==> config.mk <==
export PLATFORM = sky130hd
export DESIGN_NAME = gpm_fifo
export DESIGN_NICKNAME = d
export VERILOG_FILES = /design/src/hw/rtl/glob_pattern_matcher_assert.svh /design/src/hw/rtl/gpm_pkg.sv /design/src/hw/rtl/gpm_fifo.sv
export SDC_FILE = /design/constraint.sdc
export NUM_CORES = 1
export LEC_CHECK = 0
export ABC_CLOCK_PERIOD_IN_PS = 4500
export BUFFER_PORTS_ARGS = -buffer_cell sky130_fd_sc_hd__buf_2
export CORE_ASPECT_RATIO = 0.7
export CORE_MARGIN = 4
export CORE_UTILIZATION = 28
export CTS_BUF_LIST = sky130_fd_sc_hd__clkbuf_8
export DETAILED_ROUTE_END_ITERATION = 6
export PLACE_DENSITY_LB_ADDON = 0.25
export SYNTH_ARGS = -nofsm -noshare
export SYNTH_HDL_FRONTEND = slang
export SYNTH_SLANG_ARGS = --single-unit
==> constraint.sdc <==
create_clock -name clk -period 4.5 [get_ports clk]
set_input_delay 0.45 -clock clk [delete_from_list [all_inputs] [get_ports clk]]
set_output_delay 0.45 -clock clk [all_outputs]
set_load 0.03 [all_outputs]
==> src/hw/rtl/glob_pattern_matcher_assert.svh <==
// Assertion macros used by the glob pattern matcher back end
`ifndef GLOB_PATTERN_MATCHER_ASSERT_SVH
`define GLOB_PATTERN_MATCHER_ASSERT_SVH

// check a condition on every rising clock edge out of reset
`define GPM_ASSERT_ALWAYS(lbl, expr) \
  lbl: assert property (@(posedge clk) disable iff (!rst_n) (expr)) \
    else $error("gpm assertion failed");

// check a consequence in the same cycle
`define GPM_ASSERT_IMPL(lbl, ante, cons) \
  lbl: assert property (@(posedge clk) disable iff (!rst_n) (ante) |-> (cons)) \
    else $error("gpm assertion failed");

// check a consequence in the next cycle
`define GPM_ASSERT_NEXT(lbl, ante, cons) \
  lbl: assert property (@(posedge clk) disable iff (!rst_n) (ante) |=> (cons)) \
    else $error("gpm assertion failed");

`endif

==> src/hw/rtl/gpm_pkg.sv <==
// Package with types, codes and constants of the glob pattern matcher
package gpm_pkg;

  localparam int PATTERN_MAX_DEF = 32;
  localparam int SET_MAX_DEF     = 8;
  localparam int QUEUE_DEPTH     = 2;

  localparam logic [1:0] KIND_PBYTE = 2'd0;
  localparam logic [1:0] KIND_PEND  = 2'd1;
  localparam logic [1:0] KIND_TBYTE = 2'd2;
  localparam logic [1:0] KIND_TEND  = 2'd3;

  localparam logic [1:0] IK_LIT  = 2'd0;
  localparam logic [1:0] IK_ANY  = 2'd1;
  localparam logic [1:0] IK_STAR = 2'd2;
  localparam logic [1:0] IK_SET  = 2'd3;

  localparam logic [7:0] CH_BANG  = 8'h21;
  localparam logic [7:0] CH_CARET = 8'h5e;
  localparam logic [7:0] CH_STAR  = 8'h2a;
  localparam logic [7:0] CH_QUEST = 8'h3f;
  localparam logic [7:0] CH_LBRK  = 8'h5b;
  localparam logic [7:0] CH_RBRK  = 8'h5d;
  localparam logic [7:0] CH_BSL   = 8'h5c;
  localparam logic [7:0] CH_DASH  = 8'h2d;

  typedef enum logic [1:0] {
    OP_PBYTE,
    OP_COMPILE,
    OP_TEXT,
    OP_TEND
  } op_t;

  typedef struct packed {
    logic [1:0] kind;
    logic [7:0] ch;
  } in_item_t;

  typedef struct packed {
    logic matched;
    logic pattern_overflow;
  } out_item_t;

  typedef struct packed {
    op_t        op;
    logic [7:0] ch;
  } q_entry_t;

endpackage

==> src/hw/rtl/gpm_fifo.sv <==
// Short command queue between front end and execution back end
module gpm_fifo (
  input  logic              clk,
  input  logic              rst_n,
  input  logic              push_valid,
  input  gpm_pkg::q_entry_t push_data,
  output logic              full,
  output logic              pop_valid,
  input  logic              pop_ready,
  output gpm_pkg::q_entry_t pop_data
);

  localparam int AW = (gpm_pkg::QUEUE_DEPTH > 1) ? $clog2(gpm_pkg::QUEUE_DEPTH) : 1;
  localparam int CW = $clog2(gpm_pkg::QUEUE_DEPTH + 1);

  gpm_pkg::q_entry_t ent_r [gpm_pkg::QUEUE_DEPTH];
  logic [AW-1:0] wr_r, wr_nxt, rd_r, rd_nxt;
  logic [CW-1:0] cnt_r, cnt_nxt;
  logic do_push, do_pop;

  assign full      = (cnt_r == CW'(gpm_pkg::QUEUE_DEPTH));
  assign pop_valid = (cnt_r != '0);
  assign pop_data  = ent_r[rd_r];
  assign do_push   = push_valid && !full;
  assign do_pop    = pop_valid && pop_ready;

  always_comb begin
    wr_nxt  = wr_r;
    rd_nxt  = rd_r;
    cnt_nxt = cnt_r;
    if (do_push) begin
      wr_nxt = (wr_r == AW'(gpm_pkg::QUEUE_DEPTH - 1)) ? '0 : wr_r + AW'(1);
    end
    if (do_pop) begin
      rd_nxt = (rd_r == AW'(gpm_pkg::QUEUE_DEPTH - 1)) ? '0 : rd_r + AW'(1);
    end
    if (do_push && !do_pop) begin
      cnt_nxt = cnt_r + CW'(1);
    end else if (do_pop && !do_push) begin
      cnt_nxt = cnt_r - CW'(1);
    end
  end

  always_ff @(posedge clk) begin
    if (!rst_n) begin
      wr_r  <= '0;
      rd_r  <= '0;
      cnt_r <= '0;
    end else begin
      wr_r  <= wr_nxt;
      rd_r  <= rd_nxt;
      cnt_r <= cnt_nxt;
    end
  end

  always_ff @(posedge clk) begin
    if (do_push) begin
      ent_r[wr_r] <= push_data;
    end
  end

endmodule

==> After elaboration in Yosys (flattened, before gate mapping) <==
Memories as Yosys holds them, arrays and structs flattened. A register that Yosys moved wholly into a read port is not among the register bits.
Index checks and enable logic that the tools add are counted.
Widths: inputs -> output; s select.
{ "word_totals": {"register_bits": 4, "ram_bits": 20, "inputBits": 14, "elab_cells": 26, "mem_count": 1} }
{ "memory_table": {"columns": ["name", "words", "word_bits", "read_ports", "rd_ports_with_merged_regs", "wr", "line", "text"], "rows": [
  ["ent_r", 2, 10, 1, 1, 1, "gpm_fifo.sv:16", "gpm_pkg::q_entry_t ent_r [gpm_pkg::QUEUE_DEPTH];"]
]} }
{ "op_classes": {"addsub": 4, "n_eq_ne": 1, "n_mux": 8, "n_reduce_logical": 9} }
{ "ops": {"columns": ["operator", "count"], "rows": [
  ["$mux 1", 6],
  ["$logic_and 1x1->1", 4],
  ["$mux 2", 2],
  ["$reduce_bool 2->1", 2],
  ["$logic_not 1->1", 3],
  ["$add 1x1->1 const B", 2],
  ["$add 2x1->2 const B", 1],
  ["$eq 2x2->1 const B", 1],
  ["$sub 2x1->2 const B", 1]
]} }

==> Depth between registers and ports, before layout <==
{ "depth": {"ltp_word": 7, "depth_mapped": 7, "mapped_depth_nobuf": 7} }

==> Worst setup path before layout <==
No wires, ideal clock.
{ "synth_path": {"path_type": "register to register", "from": "reg cnt_r[0]", "to": "reg cnt_r[1]", "setup_time_ps": 70, "t_arrival_ps": 1592, "required_ps": 4430, "path_slack_ps": 2839, "stages_incl_launch_ff": 7, "n_path_buf": 0, "path_cell_list": "dfxtp_1 nand2b_1 inv_1 nor2_1 ha_1 or3_1 a21oi_1"} }
{ "synth_via": {"elab_chain_len": 6, "elab_cells_between_ends": 14, "cone_classes": "add/sub (2); eq/ne (1); mux (2); reduce/logical (9)"} }
{ "synth_rtl": {"columns": ["element", "line", "text"], "rows": [
  ["start: declaration", "gpm_fifo.sv:18", "logic [CW-1:0] cnt_r, cnt_nxt;"],
  ["start signal: assignment", "gpm_fifo.sv:52", "cnt_r <= cnt_nxt;"],
  ["$eq 2x2->1 *", "gpm_fifo.sv:21", "assign full = (cnt_r == CW'(gpm_pkg::QUEUE_DEPTH));"],
  ["net full", "gpm_fifo.sv:7", "output logic full,"],
  ["$logic_not 1->1 *", "gpm_fifo.sv:24", "assign do_push = push_valid && !full;"],
  ["$logic_and 1x1->1 *", "gpm_fifo.sv:24", null],
  ["$logic_not 1->1", "gpm_fifo.sv:39", "end else if (do_pop && !do_push) begin"],
  ["$logic_and 1x1->1", "gpm_fifo.sv:39", null],
  ["$reduce_bool 2->1 (no line)", null, null]
]} }
The timed path passes the listed nets; every way through them passes the cells marked *. The select of a mux whose other input is x is not followed.
A chain may end at the register's enable or synchronous reset.

==> impl_metrics.json <==
{
  "status": "completed",
  "hp-class": "in2reg",
  "routedWlPerCell_um": 12.7,
  "total_power_mw": 0.681,
  "finalHoldViolCount": 0,
  "max-vdd-ir-drop_v": 0.000207,
  "final_cell_count_no_fill": 123,
  "timing.setup.tns_ns": 0,
  "drtPass1Iterations": 4,
  "p_int_mw": 0.445,
  "cts_setup_buffers": 0,
  "vias": 530,
  "synthCells": 57,
  "grt_max_degree": 14,
  "pwr-share-comb_pct": 34.5,
  "pwr-share-seq_pct": 47.3,
  "slowest_delay_ns": 0.61,
  "cts.sinks": 25,
  "via_per_inst": 4.31,
  "numPortBuffers": 25,
  "powerDensity_nw_per_um2": 587,
  "grt.overflow.total": 0,
  "grt_pass1_wl_mm": 2.83,
  "holdBufCountCts": 0,
  "max_cap_violations": 0,
  "clockBufferDepth": 2,
  "drcViolationCount": 0,
  "final_nets": 101,
  "cpMaxStageDelayCell": "dfxtp_1",
  "ys_warn_count": 0,
  "p_clk_share_pct": 18.2,
  "die_area_um2": 4400,
  "hpwl_mm": 1.19,
  "clkLatencyLatePin_ns": 0.26,
  "ys_seq_area_share_pct": 73.9,
  "skew_ns": 0.00107,
  "syn_area_um2": 948,
  "crit_chain": "mux2_2 > buf_2",
  "rows": 17,
  "cts_resized": 0,
  "rr_endpoint": "ent_r[0][7]$_DFFE_PP_",
  "cp_max_fo": 10,
  "r2r_slack_ns": 2.86,
  "drive_gt1_share_pct": 47.1,
  "slew_violations": 0,
  "synth_top_area_share_pct": 63.3,
  "netlist_top_cells_area": "edfxtp_1 63%, mux2_2 12%, dfxtp_1 11%",
  "worst_slack_ns": 2.61,
  "r2r_cells": 3,
  "worst_slew_pin_slew_ns": 0.834,
  "wirelength_mm": 1.57,
  "p_leak_nw": 0.465,
  "cp-endpoint": "pop_data[9]",
  "die_h_um": 56.7,
  "p_sw_share_pct": 34.7,
  "fmax_ghz": 0.529,
  "crit_type": "reg2out",
  "path_clk_slew_ns": 0.08,
  "htree_levels": 1,
  "dpl_cell_area_um2": 1120,
  "num_io_pins": 26,
  "cp-end-kind": "primary output",
  "max_slew_margin_pct": 44.1,
  "cp_data_required_time_ns": 4.05,
  "gr-usage-all-layers_pct": 8.30,
  "setup_violations": 0,
  "core_area_um2": 3190,
  "synth_cell_types": 17,
  "drtIter0Drc": 3,
  "worst_setup_path_start_kind": "register",
  "synth_area_per_cell_um2": 16.6,
  "first_global_vias": 603,
  "hold_depth": 1,
  "p_sw_mw": 0.237,
  "rsz0062_at_grt": "false",
  "dp.cells": 119,
  "ys_ff_latch": 25,
  "pre_cts_ws_ns": 2.78,
  "gp_congestion": 0.662,
  "area_delta_synth_final_pct": 22.4,
  "cts_buffers": 3,
  "num_antenna_cells": 0,
  "cp_data_arrival_time_ns": 1.44,
  "period_needed_ns": 1.89,
  "die_x_um": 77.6,
  "finalInstanceArea_um2": 1160,
  "synth_top_cell_by_area": "edfxtp_1",
  "tritoncts": "yes",
  "initial_utilization_pct": 29.7,
  "r2r_start": "cnt_r[0]$_SDFFE_PN0P_",
  "antenna_found_initial": 0,
  "fin_crit_sh_pct": 42.0,
  "cts_root_buffer": "clkbuf_8",
  "syn_nets": 72,
  "ant_nets": 0
}
-- sequential cells by signal, indices dropped and copies added, names as in the netlist, named ones only --
signal / count
rd_r: 1
ent_r: 20
cnt_r: 2
wr_r: 1
-- kinds of logic (layout without fill, tap and decap cells) --
kind of cell             count (synthesis)  count (layout)  synth area share [%]
flip-flops                              25              25                  73.9
multiplexers                            10              10                  11.9
AND/OR/NAND/NOR                          9               9                  5.28
AO/OA/AOI/OAI                            5               5                  3.17
buffers and inverters                    4              32                  1.71
XOR/XNOR                                 3               3                  2.77
adder cells (fa/ha/maj)                  1               1                  1.32
-- power by group through the flow --
stage	logic (mW)	registers [mW]	clock network, mW
final	0.235	0.322	0.124
after global routing	0.258	0.331	0.139
after CTS	0.240	0.325	0.132
after detailed placement	0.239	0.330	0
after global placement	0.237	0.328	0
after floorplan	0.194	0.311	0
-- cells in the mapped netlist --
cell / count
nor3_2: 1
a21boi_0: 1
o21ai_0: 2
or3_1: 1
o21a_1: 1
and3_1: 1
buf_2: 1
a21oi_1: 1
nor2_1: 4
mux2_2: 10
edfxtp_1: 20
nand2b_1: 1
or2_2: 1
dfxtp_1: 5
xor2_1: 3
ha_1: 1
inv_1: 3
-- per-layer routing --
metal	up-vias	part of all wire [%]	GRT usage, %
li1	262	-	-
met1	249	42	9.25
met2	17	47	14.0
met3	2	9.5	4.65
met4	0	0.45	1.52
met5	-	0	0
-- through the flow --
step           hold WS [ns]  util (%)
5_1_grt               0.364      36.4
4_1_cts               0.365      36.4
2_1_floorplan         0.472         -
3_3_place_gp          0.487      35.0
6_report              0.375      36.4
3_5_place_dp          0.497      35.0
-- layout make-up --
cell class              count  area (um2)
fillers                   326        2030
repair buffers             25         125
flip-flops and latches     25         701
inverters                   3        11.3
multi-input cells          28         231
well taps                  38        47.5
clock inverters             1        3.75
clock buffers               3        41.3
-- how the worst min path moves through the flow --
stage / from / end / slack [ns]
final: push_data[2] / ent_r[1][2]$_DFFE_PP_ / 0.37
after detailed placement: rd_r$_SDFFE_PN0P_ / rd_r$_SDFFE_PN0P_ / 0.50
after CTS: push_data[2] / ent_r[0][2]$_DFFE_PP_ / 0.36
after global placement: rd_r$_SDFFE_PN0P_ / rd_r$_SDFFE_PN0P_ / 0.49
after global routing: push_data[2] / ent_r[1][2]$_DFFE_PP_ / 0.36
after floorplan: rd_r$_SDFFE_PN0P_ / register / 0.47
-- cells in the final DEF, fill, tap and decap left out, drive strengths merged --
master / n
mux2: 10
o21a: 1
or2: 1
xor2: 3
a21boi: 1
ha: 1
nand2b: 1
nor3: 1
or3: 1
and3: 1
buf: 25
o21ai: 2
edfxtp: 20
a21oi: 1
clkbuf: 3
nor2: 4
dfxtp: 5
inv: 4
-- worst max-delay path: cells and delay by family, from the launching register on --
family,cells,cell delay [ns]
buffers and inverters,1,0.18
flip-flops,1,0.61
multiplexers,1,0.39
Note: power is estimated with default switching activity, not from simulation.
